===== src/sv/flf_pkg.sv =====
`default_nettype none

package flf_pkg;

    localparam int COEF_W = 21;
    localparam int CTRL_W = 16;
    localparam int MODE_W = 3;

    localparam logic [MODE_W-1:0] MODE_ZERO       = 3'd0;
    localparam logic [MODE_W-1:0] MODE_LOWPASS    = 3'd1;
    localparam logic [MODE_W-1:0] MODE_HIGHPASS   = 3'd2;
    localparam logic [MODE_W-1:0] MODE_BANDPASS   = 3'd3;
    localparam logic [MODE_W-1:0] MODE_BANDREJECT = 3'd4;

    // Q.16 constants
    localparam logic [19:0] K_0P8   = 20'd52429;
    localparam logic [19:0] K_0P89  = 20'd58327;
    localparam logic [19:0] K_5P6   = 20'd367002;
    localparam logic [16:0] ONE_Q16 = 17'd65536;

    typedef logic signed [COEF_W-1:0] coef_t;

endpackage

`default_nettype wire


===== src/sv/flf_sermul.sv =====
`default_nettype none

// Radix-2 shift-add multiplier: one multiplier bit per cycle, sign bit last.
module flf_sermul import flf_pkg::*; #(
    parameter int MCAND_W = 34,
    localparam int PROD_W = MCAND_W + COEF_W
) (
    input  logic                     aclk,
    input  logic                     aresetn,
    input  logic                     start,
    input  logic signed [MCAND_W-1:0] mcand,
    input  coef_t                    mplier,
    output logic                     done,
    output logic signed [PROD_W-1:0] prod
);

    localparam int CNT_W = $clog2(COEF_W + 1);

    logic                     busy_reg;
    logic                     done_reg;
    logic [CNT_W-1:0]         cnt_reg;
    logic signed [PROD_W-1:0] mc_reg;
    logic [COEF_W-1:0]        mp_reg;
    logic signed [PROD_W-1:0] acc_reg;
    logic signed [PROD_W-1:0] acc_next;
    logic signed [PROD_W-1:0] addend;
    logic                     last;

    always_comb begin
        addend   = mp_reg[0] ? mc_reg : '0;
        last     = (cnt_reg == CNT_W'(COEF_W - 1));
        // sign bit of the multiplier weighs negative
        acc_next = last ? (acc_reg - addend) : (acc_reg + addend);
    end

    always_ff @(posedge aclk) begin
        if (!aresetn) begin
            busy_reg <= 1'b0;
            done_reg <= 1'b0;
            cnt_reg  <= '0;
        end else begin
            done_reg <= 1'b0;
            if (start) begin
                busy_reg <= 1'b1;
                cnt_reg  <= '0;
            end else if (busy_reg) begin
                cnt_reg <= cnt_reg + 1'b1;
                if (last) begin
                    busy_reg <= 1'b0;
                    done_reg <= 1'b1;
                end
            end
        end
    end

    always_ff @(posedge aclk) begin
        if (start) begin
            mc_reg  <= PROD_W'(mcand);
            mp_reg  <= mplier;
            acc_reg <= '0;
        end else if (busy_reg) begin
            acc_reg <= acc_next;
            mc_reg  <= mc_reg <<< 1;
            mp_reg  <= mp_reg >> 1;
        end
    end

    assign done = done_reg;
    assign prod = acc_reg;

endmodule

`default_nettype wire


===== src/sv/four_pole_ladder_filter_unit.sv =====
`default_nettype none

// Channel   Direction  Fields (low bit up)
// s_        in         sample_in, cutoff, resonance
// m_        out        sample_out
// cfg_      in         output_mode
//
// One sample takes 16 multiplies on one shift-add multiplier, each one issued,
// stepped through its 21 bit steps and collected, plus the handshake; the
// multiplier works one multiplier bit per cycle.
// A new request is taken only once the last result is in the output register.
// aresetn (synchronous, active low) clears the filter state and sets lowpass.
// A result waits in the output register while the next request is taken;
// a new result is held back only until the old one is taken.
module four_pole_ladder_filter_unit import flf_pkg::*; #(
    parameter int SAMPLE_WIDTH = 16,
    parameter int STATE_WIDTH  = 32,
    localparam int IN_TDATA_W  = ((SAMPLE_WIDTH + 2 * CTRL_W + 7) / 8) * 8,
    localparam int OUT_TDATA_W = ((SAMPLE_WIDTH + 7) / 8) * 8
) (
    input  logic                   aclk,
    input  logic                   aresetn,
    input  logic                   cfg_we,
    input  logic [MODE_W-1:0]      cfg_wdata,
    input  logic                   s_tvalid,
    output logic                   s_tready,
    input  logic [IN_TDATA_W-1:0]  s_tdata,   // sample_in, cutoff, resonance
    output logic                   m_tvalid,
    input  logic                   m_tready,
    output logic [OUT_TDATA_W-1:0] m_tdata    // sample_out
);

    localparam int SW     = STATE_WIDTH;
    localparam int MC_W   = SW + 2;
    localparam int PROD_W = MC_W + COEF_W;
    localparam int RND_W  = PROD_W - 16;
    localparam int Y_W    = SW + 9;
    localparam int SHIFT  = (SW - 5) - (SAMPLE_WIDTH - 1);
    localparam int SH_POS = (SHIFT > 0) ? SHIFT : 0;
    localparam int SH_NEG = (SHIFT < 0) ? -SHIFT : 0;
    localparam longint RND_ADD = (SH_POS > 0) ? (64'sd1 <<< (SH_POS - 1)) : 64'sd0;

    localparam logic [1:0] ST_IDLE  = 2'd0;
    localparam logic [1:0] ST_ISSUE = 2'd1;
    localparam logic [1:0] ST_WAIT  = 2'd2;
    localparam logic [1:0] ST_DONE  = 2'd3;

    localparam logic [3:0] STEP_A1    = 4'd0;
    localparam logic [3:0] STEP_P     = 4'd1;
    localparam logic [3:0] STEP_Q2    = 4'd2;
    localparam logic [3:0] STEP_INNER = 4'd3;
    localparam logic [3:0] STEP_OUTER = 4'd4;
    localparam logic [3:0] STEP_RO    = 4'd5;
    localparam logic [3:0] STEP_FB    = 4'd6;
    localparam logic [3:0] STEP_X     = 4'd7;
    localparam logic [3:0] STEP_LAST  = 4'd15;

    logic [1:0]                     state_reg;
    logic [3:0]                     step_reg;
    logic [MODE_W-1:0]              mode_reg;
    logic signed [SAMPLE_WIDTH-1:0] smp_reg;
    logic [CTRL_W-1:0]              cut_reg;
    logic [CTRL_W-1:0]              res_reg;
    logic [19:0]                    tmp_reg;
    logic [17:0]                    p_reg;
    coef_t                          fc_reg;
    logic [17:0]                    fb_reg;
    logic signed [SW-1:0]           x_reg;
    logic signed [SW-1:0]           prev_reg;
    logic signed [SW-1:0]           s1_reg;
    logic signed [SW-1:0]           s2_reg;
    logic signed [SW-1:0]           s3_reg;
    logic signed [SW-1:0]           s4_reg;
    logic signed [SW-1:0]           old_reg;
    logic signed [RND_W-1:0]        t_reg;
    logic [SAMPLE_WIDTH-1:0]        out_reg;
    logic                           m_tvalid_reg;

    logic [16:0]                    q;
    logic [1:0]                     stage_idx;
    logic signed [SW-1:0]           s_cur;
    logic signed [SW-1:0]           s_up_new;
    logic signed [SW-1:0]           s_up_old;
    logic signed [MC_W-1:0]         mc;
    coef_t                          mp;
    logic                           mul_start;
    logic                           mul_done;
    logic signed [PROD_W-1:0]       prod;
    logic signed [PROD_W-1:0]       prod_half;
    logic [PROD_W-1:0]              prod_o17;
    logic signed [RND_W-1:0]        rnd;
    logic signed [RND_W-1:0]        xs;
    logic signed [SW-1:0]           x_next;
    logic signed [SW-1:0]           stage_next;
    logic [17:0]                    p_next;
    logic signed [Y_W-1:0]          d3;
    logic signed [Y_W-1:0]          tri3;
    logic signed [Y_W-1:0]          y;
    logic signed [Y_W-1:0]          y_scaled;
    logic [SAMPLE_WIDTH-1:0]        out_next;
    logic                           out_load;

    function automatic logic signed [SW-1:0] sat_state(input logic signed [RND_W-1:0] v);
        logic [RND_W-SW:0] hi;
        hi = v[RND_W-1:SW-1];
        if (hi == '0 || hi == '1) begin
            return v[SW-1:0];
        end else if (v[RND_W-1]) begin
            return {1'b1, {(SW-1){1'b0}}};
        end else begin
            return {1'b0, {(SW-1){1'b1}}};
        end
    endfunction

    function automatic logic [SAMPLE_WIDTH-1:0] sat_sample(input logic signed [Y_W-1:0] v);
        logic [Y_W-SAMPLE_WIDTH:0] hi;
        hi = v[Y_W-1:SAMPLE_WIDTH-1];
        if (hi == '0 || hi == '1) begin
            return v[SAMPLE_WIDTH-1:0];
        end else if (v[Y_W-1]) begin
            return {1'b1, {(SAMPLE_WIDTH-1){1'b0}}};
        end else begin
            return {1'b0, {(SAMPLE_WIDTH-1){1'b1}}};
        end
    endfunction

    // q = 1 - cutoff in Q.16
    assign q         = ONE_Q16 - {1'b0, cut_reg};
    assign stage_idx = step_reg[2:1];

    // pick the stage being worked on and what drives it
    always_comb begin
        unique case (stage_idx)
            2'd0: begin
                s_cur    = s1_reg;
                s_up_new = x_reg;
                s_up_old = prev_reg;
            end
            2'd1: begin
                s_cur    = s2_reg;
                s_up_new = s1_reg;
                s_up_old = old_reg;
            end
            2'd2: begin
                s_cur    = s3_reg;
                s_up_new = s2_reg;
                s_up_old = old_reg;
            end
            default: begin
                s_cur    = s4_reg;
                s_up_new = s3_reg;
                s_up_old = old_reg;
            end
        endcase
    end

    // multiplier operands for each step
    always_comb begin
        unique case (step_reg)
            STEP_A1: begin
                mc = $signed(MC_W'(cut_reg));
                mp = $signed(COEF_W'(q));
            end
            STEP_P: begin
                mc = $signed(MC_W'(tmp_reg));
                mp = $signed(COEF_W'(K_0P8));
            end
            STEP_Q2: begin
                mc = $signed(MC_W'(q));
                mp = $signed(COEF_W'(q));
            end
            STEP_INNER: begin
                mc = $signed(MC_W'(tmp_reg));
                mp = $signed(COEF_W'(K_5P6));
            end
            STEP_OUTER: begin
                mc = $signed(MC_W'(tmp_reg));
                mp = $signed(COEF_W'(q));
            end
            STEP_RO: begin
                mc = $signed(MC_W'(res_reg));
                mp = $signed(COEF_W'(tmp_reg));
            end
            STEP_FB: begin
                mc = $signed(MC_W'(tmp_reg));
                mp = $signed(COEF_W'(K_0P89));
            end
            STEP_X: begin
                mc = MC_W'(s4_reg);
                mp = $signed(COEF_W'(fb_reg));
            end
            default: begin
                if (step_reg[0]) begin
                    // stage feedback: stage * fc
                    mc = MC_W'(s_cur);
                    mp = fc_reg;
                end else begin
                    // stage drive: (new + old upstream) * p
                    mc = MC_W'(s_up_new) + MC_W'(s_up_old);
                    mp = $signed(COEF_W'(p_reg));
                end
            end
        endcase
    end

    flf_sermul #(
        .MCAND_W (MC_W)
    ) u_sermul (
        .aclk    (aclk),
        .aresetn (aresetn),
        .start   (mul_start),
        .mcand   (mc),
        .mplier  (mp),
        .done    (mul_done),
        .prod    (prod)
    );

    assign mul_start = (state_reg == ST_ISSUE);

    // rounding of products and the saturating updates
    always_comb begin
        prod_half  = prod + PROD_W'(32768);
        prod_o17   = prod + PROD_W'(65536);
        rnd        = prod_half[PROD_W-1:16];
        xs         = (RND_W'(smp_reg) <<< SH_POS) >>> SH_NEG;
        x_next     = sat_state(xs - rnd);
        stage_next = sat_state(t_reg - rnd);
        p_next     = 18'(cut_reg) + rnd[17:0];
    end

    // selected response, rounded to sample format
    always_comb begin
        d3   = Y_W'(s3_reg) - Y_W'(s4_reg);
        tri3 = d3 + (d3 <<< 1);
        unique case (mode_reg)
            MODE_LOWPASS:    y = Y_W'(s4_reg);
            MODE_HIGHPASS:   y = Y_W'(x_reg) - Y_W'(s4_reg);
            MODE_BANDPASS:   y = tri3;
            MODE_BANDREJECT: y = tri3 - Y_W'(x_reg);
            default:         y = '0;
        endcase
        y_scaled = ((y + Y_W'(RND_ADD)) >>> SH_POS) <<< SH_NEG;
        out_next = sat_sample(y_scaled);
    end

    assign out_load = (state_reg == ST_DONE) && (!m_tvalid_reg || m_tready);

    // control
    always_ff @(posedge aclk) begin
        if (!aresetn) begin
            state_reg    <= ST_IDLE;
            step_reg     <= '0;
            mode_reg     <= MODE_LOWPASS;
            m_tvalid_reg <= 1'b0;
            prev_reg     <= '0;
            s1_reg       <= '0;
            s2_reg       <= '0;
            s3_reg       <= '0;
            s4_reg       <= '0;
        end else begin
            if (cfg_we) begin
                mode_reg <= cfg_wdata;
            end
            // a fresh result replaces the one being taken in the same cycle
            if (out_load) begin
                m_tvalid_reg <= 1'b1;
            end else if (m_tvalid_reg && m_tready) begin
                m_tvalid_reg <= 1'b0;
            end
            unique case (state_reg)
                ST_IDLE: begin
                    if (s_tvalid) begin
                        step_reg  <= STEP_A1;
                        state_reg <= ST_ISSUE;
                    end
                end
                ST_ISSUE: begin
                    state_reg <= ST_WAIT;
                end
                ST_WAIT: begin
                    if (mul_done) begin
                        if (step_reg[3] && step_reg[0]) begin
                            unique case (stage_idx)
                                2'd0:    s1_reg <= stage_next;
                                2'd1:    s2_reg <= stage_next;
                                2'd2:    s3_reg <= stage_next;
                                default: s4_reg <= stage_next;
                            endcase
                        end
                        if (step_reg == STEP_LAST) begin
                            state_reg <= ST_DONE;
                        end else begin
                            step_reg  <= step_reg + 1'b1;
                            state_reg <= ST_ISSUE;
                        end
                    end
                end
                default: begin
                    if (out_load) begin
                        prev_reg  <= x_reg;
                        state_reg <= ST_IDLE;
                    end
                end
            endcase
        end
    end

    // payload
    always_ff @(posedge aclk) begin
        if (state_reg == ST_IDLE && s_tvalid) begin
            smp_reg <= $signed(s_tdata[SAMPLE_WIDTH-1:0]);
            cut_reg <= s_tdata[SAMPLE_WIDTH +: CTRL_W];
            res_reg <= s_tdata[SAMPLE_WIDTH + CTRL_W +: CTRL_W];
        end
        if (out_load) begin
            out_reg <= out_next;
        end
        if (state_reg == ST_WAIT && mul_done) begin
            unique case (step_reg)
                STEP_A1:    tmp_reg <= rnd[19:0];
                STEP_P: begin
                    p_reg  <= p_next;
                    fc_reg <= $signed(COEF_W'({p_next, 1'b0})) - $signed(COEF_W'(ONE_Q16));
                end
                STEP_Q2:    tmp_reg <= rnd[19:0];
                STEP_INNER: tmp_reg <= 20'(cut_reg) + rnd[19:0];
                STEP_OUTER: tmp_reg <= 20'(ONE_Q16) + prod_o17[17 +: 20];
                STEP_RO:    tmp_reg <= rnd[19:0];
                STEP_FB:    fb_reg  <= rnd[17:0];
                STEP_X:     x_reg   <= x_next;
                default: begin
                    if (step_reg[0]) begin
                        // hold the old value for the next stage's drive
                        old_reg <= s_cur;
                    end else begin
                        t_reg <= rnd;
                    end
                end
            endcase
        end
    end

    assign s_tready = (state_reg == ST_IDLE);
    assign m_tvalid = m_tvalid_reg;
    assign m_tdata  = OUT_TDATA_W'(out_reg);

endmodule

`default_nettype wire


===== config.mk =====
export PLATFORM = sky130hd
export DESIGN_NAME = four_pole_ladder_filter_unit
export DESIGN_NICKNAME = d
export VERILOG_FILES = /design/src/sv/flf_pkg.sv /design/src/sv/flf_sermul.sv /design/src/sv/four_pole_ladder_filter_unit.sv
export SDC_FILE = /design/constraint.sdc
export NUM_CORES = 2
export LEC_CHECK = 0
export ABC_AREA = 0
export BUFFER_PORTS_ARGS = -buffer_cell sky130_fd_sc_hd__buf_2
export CAP_MARGIN = 0
export CORE_AREA = 4 4 362 293
export CTS_CLUSTER_DIAMETER = 40
export CTS_CLUSTER_SIZE = 28
export DETAILED_ROUTE_END_ITERATION = 12
export DIE_AREA = 0 0 366 297
export SLEW_MARGIN = 30
export SYNTH_ARGS = -nofsm -noshare
export SYNTH_HDL_FRONTEND = slang
export SYNTH_SLANG_ARGS = --single-unit
export TNS_END_PERCENT = 5

===== constraint.sdc =====
create_clock -name aclk -period 8.7 [get_ports aclk]
set_clock_uncertainty 0.2 [all_clocks]
set_input_delay 1.74 -clock aclk [delete_from_list [all_inputs] [get_ports aclk]]
set_output_delay 1.74 -clock aclk [all_outputs]
set_load 0.01 [all_outputs]

==> Yosys cells after proc, flatten, opt, wreduce, memory -nomap -nowiden <==
Index checks and enable logic that the tools add are counted.
{ "op_classes": {"order_cmp": 0, "n_mux": 36, "eq_ne": 24, "shift": 0, "mul": 0, "n_reduce_logical": 42, "add_sub_neg": 19, "bitwise_logic": 6, "div": 0} }
{ "op_table": {"columns": ["cell", "n"], "rows": [
  ["$mux 55", 4],
  ["$pmux 32 s3", 2],
  ["$pmux 34 s5", 1],
  ["$pmux 41 s4", 1],
  ["$mux 32", 5],
  ["$pmux 21 s6", 1],
  ["$sub 32x32->33", 2],
  ["$mux 21", 3],
  ["$pmux 20 s3", 1],
  ["$add 55x17->55 const B", 1],
  ["$add 55x55->55", 1],
  ["$sub 55x55->55", 1],
  ["$add 41x13->41 const B", 1],
  ["$sub 28x39->39", 1],
  ["$sub 39x39->39", 1],
  ["$add 37x18->37 const B", 1],
  ["$sub 35x32->36", 1],
  ["$add 33x34->35", 1],
  ["$mux 34", 1],
  ["$add 32x32->33", 1],
  ["$mux 16", 2],
  ["$eq 26x26->1 const B", 1],
  ["$logic_not 26->1", 1],
  ["$add 16x20->20", 1],
  ["41 further kinds", 91]
]} }
{ "word_totals": {"inputBits": 56, "mem_bits_ro": 0, "out_inout_bits": 18, "register_bits": 552, "ramBits": 0, "memories": 0, "elab_cells": 153, "latch_bits": 0} }

==> Depth between registers and ports, before layout <==
{ "depth": {"ltp_word": 8, "depth_mapped": 41} }

==> Modules after synthesis <==
From an unflattened synthesis, not the netlist that was laid out.
{ "unflattened": {"hier_cells": 4647, "area_unflattened_um2": 41646.2} }
{ "by_module_without_submodules": {"columns": ["module", "cells_per_inst", "instances", "area_per_inst_um2", "seq_area_each_um2"], "rows": [
  ["four_pole_ladder_filter_unit", 3522, 1, 31755.5, 10219.8],
  ["flf_sermul", 1125, 1, 9890.7, 3523.4]
]} }

==> Least setup slack after synthesis <==
Ideal clock, no wire load.
{ "synth_timing": {"path_type": "register to register", "from": "register s3_reg[0]", "to": "register out_reg[3], in the netlist m_tdata[3], data pin", "synth_period_minus_slack_ns": 8.173, "arrival_time_ns": 7.712, "slack_ns": 0.527, "stages_incl_launch_ff": 41, "n_path_buf": 1, "cell_sequence": "dfxtp_1 inv_1 ha_1 fa_1 nand2b_1 a21oi_1 nor2_1 o21ai_0 a31oi_1 nor2b_1 o21ai_0 nand2b_1 xor2_1 ha_1 a21o_1 o21ai_0 o311ai_1 o31ai_1 [... 5 more ...] ha_1 a21o_1 a21o_1 a21o_1 a21o_1 a22o_1 o21a_1 or3_1 and2_0 a221oi_1 o311ai_1 and3_1 nand2_2 nor3b_2 mux2i_2 a2bb2oi_4 buf_6 o21ai_2"} }
{ "synth_between": {"elab_chain_len": 8, "word_cells_on_any_way": 10} }
{ "synth_lines": {"columns": ["item", "line_no", "rtl"], "rows": [
  ["start: declaration", "four_pole_ladder_filter_unit.sv:72", "logic signed [SW-1:0] s3_reg;"],
  ["start signal: assignment", "four_pole_ladder_filter_unit.sv:286", "2'd2: s3_reg <= stage_next;"],
  ["$sub 32x32->33 *", "four_pole_ladder_filter_unit.sv:233", "d3 = Y_W'(s3_reg) - Y_W'(s4_reg);"],
  ["$add 33x34->35 *", "four_pole_ladder_filter_unit.sv:234", "tri3 = d3 + (d3 <<< 1);"],
  ["$sub 35x32->36", "four_pole_ladder_filter_unit.sv:239", "MODE_BANDREJECT: y = tri3 - Y_W'(x_reg);"],
  ["$pmux 41 s4 *", "four_pole_ladder_filter_unit.sv:235", "unique case (mode_reg)"],
  ["$add 41x13->41 *", "four_pole_ladder_filter_unit.sv:242", "y_scaled = ((y + Y_W'(RND_ADD)) >>> SH_POS) <<< SH_NEG;"],
  ["$eq 26x26->1 or $logic_not 26->1 (tied branches)", "four_pole_ladder_filter_unit.sv:118", "if (hi == '0 || hi == '1) begin"],
  ["$logic_or 1x1->1", "four_pole_ladder_filter_unit.sv:118", null],
  ["$mux 16 *", "four_pole_ladder_filter_unit.sv:118", null],
  ["via out_next[3]", "four_pole_ladder_filter_unit.sv:100", "logic [SAMPLE_WIDTH-1:0] out_next;"],
  ["end signal: assignment", "four_pole_ladder_filter_unit.sv:316", "out_reg <= out_next;"],
  ["end: declaration", "four_pole_ladder_filter_unit.sv:76", "logic [SAMPLE_WIDTH-1:0] out_reg;"]
]} }
The timed path passes the listed nets; every way through them passes the cells marked *.
A chain may end at the register's enable or synchronous reset.

==> Worst setup path in the final report <==
{ "layout_timing": {"from": "register s4_reg[5]", "to": "register out_reg[12], in the netlist m_tdata[12], data pin"} }
{ "layout_between": {"elab_chain_len": 8, "word_cells_on_any_way": 11} }
{ "layout_lines": {"columns": ["item", "line_no", "rtl"], "rows": [
  ["start: declaration", "four_pole_ladder_filter_unit.sv:73", "logic signed [SW-1:0] s4_reg;"],
  ["start signal: assignment", "four_pole_ladder_filter_unit.sv:287", "default: s4_reg <= stage_next;"],
  ["$sub 32x32->33", "four_pole_ladder_filter_unit.sv:233", null],
  ["$add 33x34->35", "four_pole_ladder_filter_unit.sv:234", null],
  ["$sub 35x32->36", "four_pole_ladder_filter_unit.sv:239", null],
  ["$pmux 41 s4 *", "four_pole_ladder_filter_unit.sv:235", null],
  ["$add 41x13->41 *", "four_pole_ladder_filter_unit.sv:242", null],
  ["$eq 26x26->1 or $logic_not 26->1 (tied branches)", "four_pole_ladder_filter_unit.sv:118", null],
  ["$logic_or 1x1->1", "four_pole_ladder_filter_unit.sv:118", null],
  ["$mux 16 *", "four_pole_ladder_filter_unit.sv:118", null],
  ["via out_next[12]", "four_pole_ladder_filter_unit.sv:100", null]
]} }
Marked as above.

==> flow_summary.json <==
{
  "outcome": "finished clean",
  "vias": 36427,
  "floorplan.io_pins": 74,
  "tritoncts": "built",
  "grt_start_max_net_pins": 70,
  "die_w_um": 366,
  "r2r_slack_ps": 280,
  "yosys_warnings": 0,
  "critical_path_required_ps": 9010,
  "clk_path_buf_depth": 3,
  "maxcap_viol_count": 0,
  "leakage_nw": 18.6,
  "drt_pass1_iterations": 6,
  "cp_max_fo": 15,
  "dieArea_um2": 109000,
  "hpwl_um": 107000,
  "area_growth_syn_to_layout_pct": 15.1,
  "drt-total-wl_um": 141000,
  "place_congestion": 0.927,
  "cts_root_buf": "clkbuf_16",
  "critical_path.startpoint_type": "flip-flop",
  "finish.net_count": 4989,
  "track_usage": 0.250,
  "arrival_ps": 8730,
  "yosys.cell_types.count": 120,
  "reg2reg_from": "s4_reg[5]",
  "post_synthesis_mean_instance_area_um2": 9.04,
  "final_hold_viol_count": 0,
  "grt-ovfl-total": 0,
  "number_of_global_route_vias_before_repair": 33423,
  "whs_path_depth": 2,
  "timing.final.max_slew_violations": 0,
  "finalWorstSetupSlack_ps": 283,
  "fin_hold_ws_ps": 250,
  "timing.critical_path.to_type": "flip-flop",
  "post_route_cells_drive_above_1_share": 0.152,
  "setup.worst_path.end": "m_tdata[12]",
  "detail_route.vias_per_cell": 6.04,
  "final.setup.tns_ps": 0,
  "placed_cells": 5844,
  "antennaDiodeCount": 0,
  "timing.critical_path.slowest_stage_cell": "or4_1",
  "post-route-drc-count": 0,
  "floorplan.core_area_um2": 102000,
  "synth.net_count": 4867,
  "synth_area_um2": 40600,
  "cpMostUsedCell": "a21o_1",
  "synth_edf_count": 303,
  "synth-seq-cells": 535,
  "placement.io_buffers": 73,
  "total_power_mw": 11.0,
  "synth_flop_type": "edfxtp_1",
  "layoutNonFillerInstCount": 6032,
  "largest_incremental_delay_on_the_critical_path_ps": 450,
  "power.ir.vdd_worst_mv": 0.223,
  "timing.setup.critical_path_class": "reg2reg",
  "reg2reg_depth": 37,
  "power-per-cell-area_nw_per_um2": 235,
  "relSlewSlack": 0.265,
  "number_of_buffers_added_by_the_clock_tree_synthesis_step": 90,
  "timing.rr.end": "m_tdata[12]",
  "initial_utilization": 0.398,
  "number_of_violations_reported_at_the_end_of_detailed_routing_iteration_0": 4365,
  "setup-violations-final": 0,
  "async_flop_share": 0,
  "clkSlewWorstSetupHoldPaths_ps": 70,
  "clk_latency_ps": 690,
  "synth_sequential_area_ratio": 0.338,
  "core.rowCount": 105,
  "final.min_clock_period_ps": 8420,
  "critPathLaunch": "s4_reg[5]",
  "synthesis.instances": 4496,
  "antenna_left": 0,
  "grt_pass1_wl_um": 212000,
  "ctsHoldBuffers": 0,
  "worstMarginPinSlew_ps": 1070,
  "hp_class": "reg2reg",
  "preCtsSetupSlack_ps": -250,
  "cts_sinks": 535,
  "timing.final.crit_share": 0.967,
  "initial_antenna_violation_count": 3,
  "max_clock_freq_mhz": 119,
  "routedWlPerCell_um": 23.4,
  "cts_htree_levels": 3,
  "die_span_in_y_um": 297
}
## layout make-up
type | instances | area (µm²)
well taps | 1337 | 1670
repair buffers | 243 | 1700
multi-input cells | 3524 | 25700
clock buffers | 105 | 2400
fillers | 9741 | 55300
flip-flops and latches | 535 | 13800
clock inverters | 64 | 673
inverters | 224 | 842
## worst max-delay path, delay by kind of cell, from the launching register on
kind | cells | cell delay, ps
flops | 1 | 360
buf+inv | 4 | 560
compound gates | 21 | 4520
xor+xnor | 1 | 120
fa+ha+maj | 3 | 930
simple gates | 8 | 1550
## kinds of logic (layout without fill, tap and decap cells)
family | after synthesis | after routing | share of synthesized area
compound gates | 1430 | 1430 | 0.235
simple gates | 1256 | 1256 | 0.148
flops | 535 | 535 | 0.338
buf+inv | 437 | 636 | 0.0417
xor+xnor | 363 | 363 | 0.0788
fa+ha+maj | 316 | 316 | 0.0984
mux | 159 | 159 | 0.0604
## cells in the mapped netlist, drive strengths merged, types with 107 or more instances
master	number	share of area
a21o	146	0.027
a21oi	447	0.055
clkbuf	170	0.016
dfxtp	232	0.11
edfxtp	303	0.22
ha	309	0.095
inv	223	0.021
nand2	406	0.038
nand3	107	0.013
nor2	317	0.030
o21ai	297	0.038
xnor2	222	0.048
xor2	141	0.031
## worst min-delay path by stage
stage                            start            to
after detailed placement  prev_reg[13]  prev_reg[13]
after global placement    prev_reg[13]  prev_reg[13]
after floorplan            prev_reg[0]   prev_reg[0]
after global routing      prev_reg[23]  prev_reg[23]
after CTS                 prev_reg[13]  prev_reg[13]
final                     prev_reg[13]  prev_reg[13]
## stage by stage
step / cell area (µm²) / util
2_1_floorplan: 40600 / -
3_3_place_gp: 43100 / 0.422
3_5_place_dp: 43100 / 0.422
4_1_cts: 46200 / 0.453
5_1_grt: 46800 / 0.458
6_report: 46800 / 0.458
## placed cells by master (no fill, tap or decap), drive strengths merged, types with 106 or more instances in the layout
cell type  instances
clkbuf           106
inv              240
xnor2            222
dfxtp            232
nor2             317
nand3            107
ha               309
o21ai            297
a21o             146
buf              242
nand2            406
xor2             141
edfxtp           303
a21oi            447
## per-layer routing
metal | global-route usage | vias up | part of all wire
met4 | 0.0730 | 2 | 0.030
li1 | - | 17077 | -
met3 | 0.0624 | 250 | 0.10
met5 | 0 | - | 0.000092
met2 | 0.350 | 1681 | 0.40
met1 | 0.375 | 17417 | 0.46
## power breakdown
part / internal (mW) / switching (mW)
clock network: 2.20 / 1.42
logic: 1.52 / 2.57
registers: 3.01 / 0.268
## what timing repair did
item | 4_1_cts | 5_1_grt
endpoints found under the setup margin | 15 | 16
buffers inserted | 0 | 18
cloned | 0 | 1
pin swaps | 0 | 48
gates resized for setup | 11 | 86
hold endpoints to repair | 0 | 0
Power figures use the tool's default switching activity.
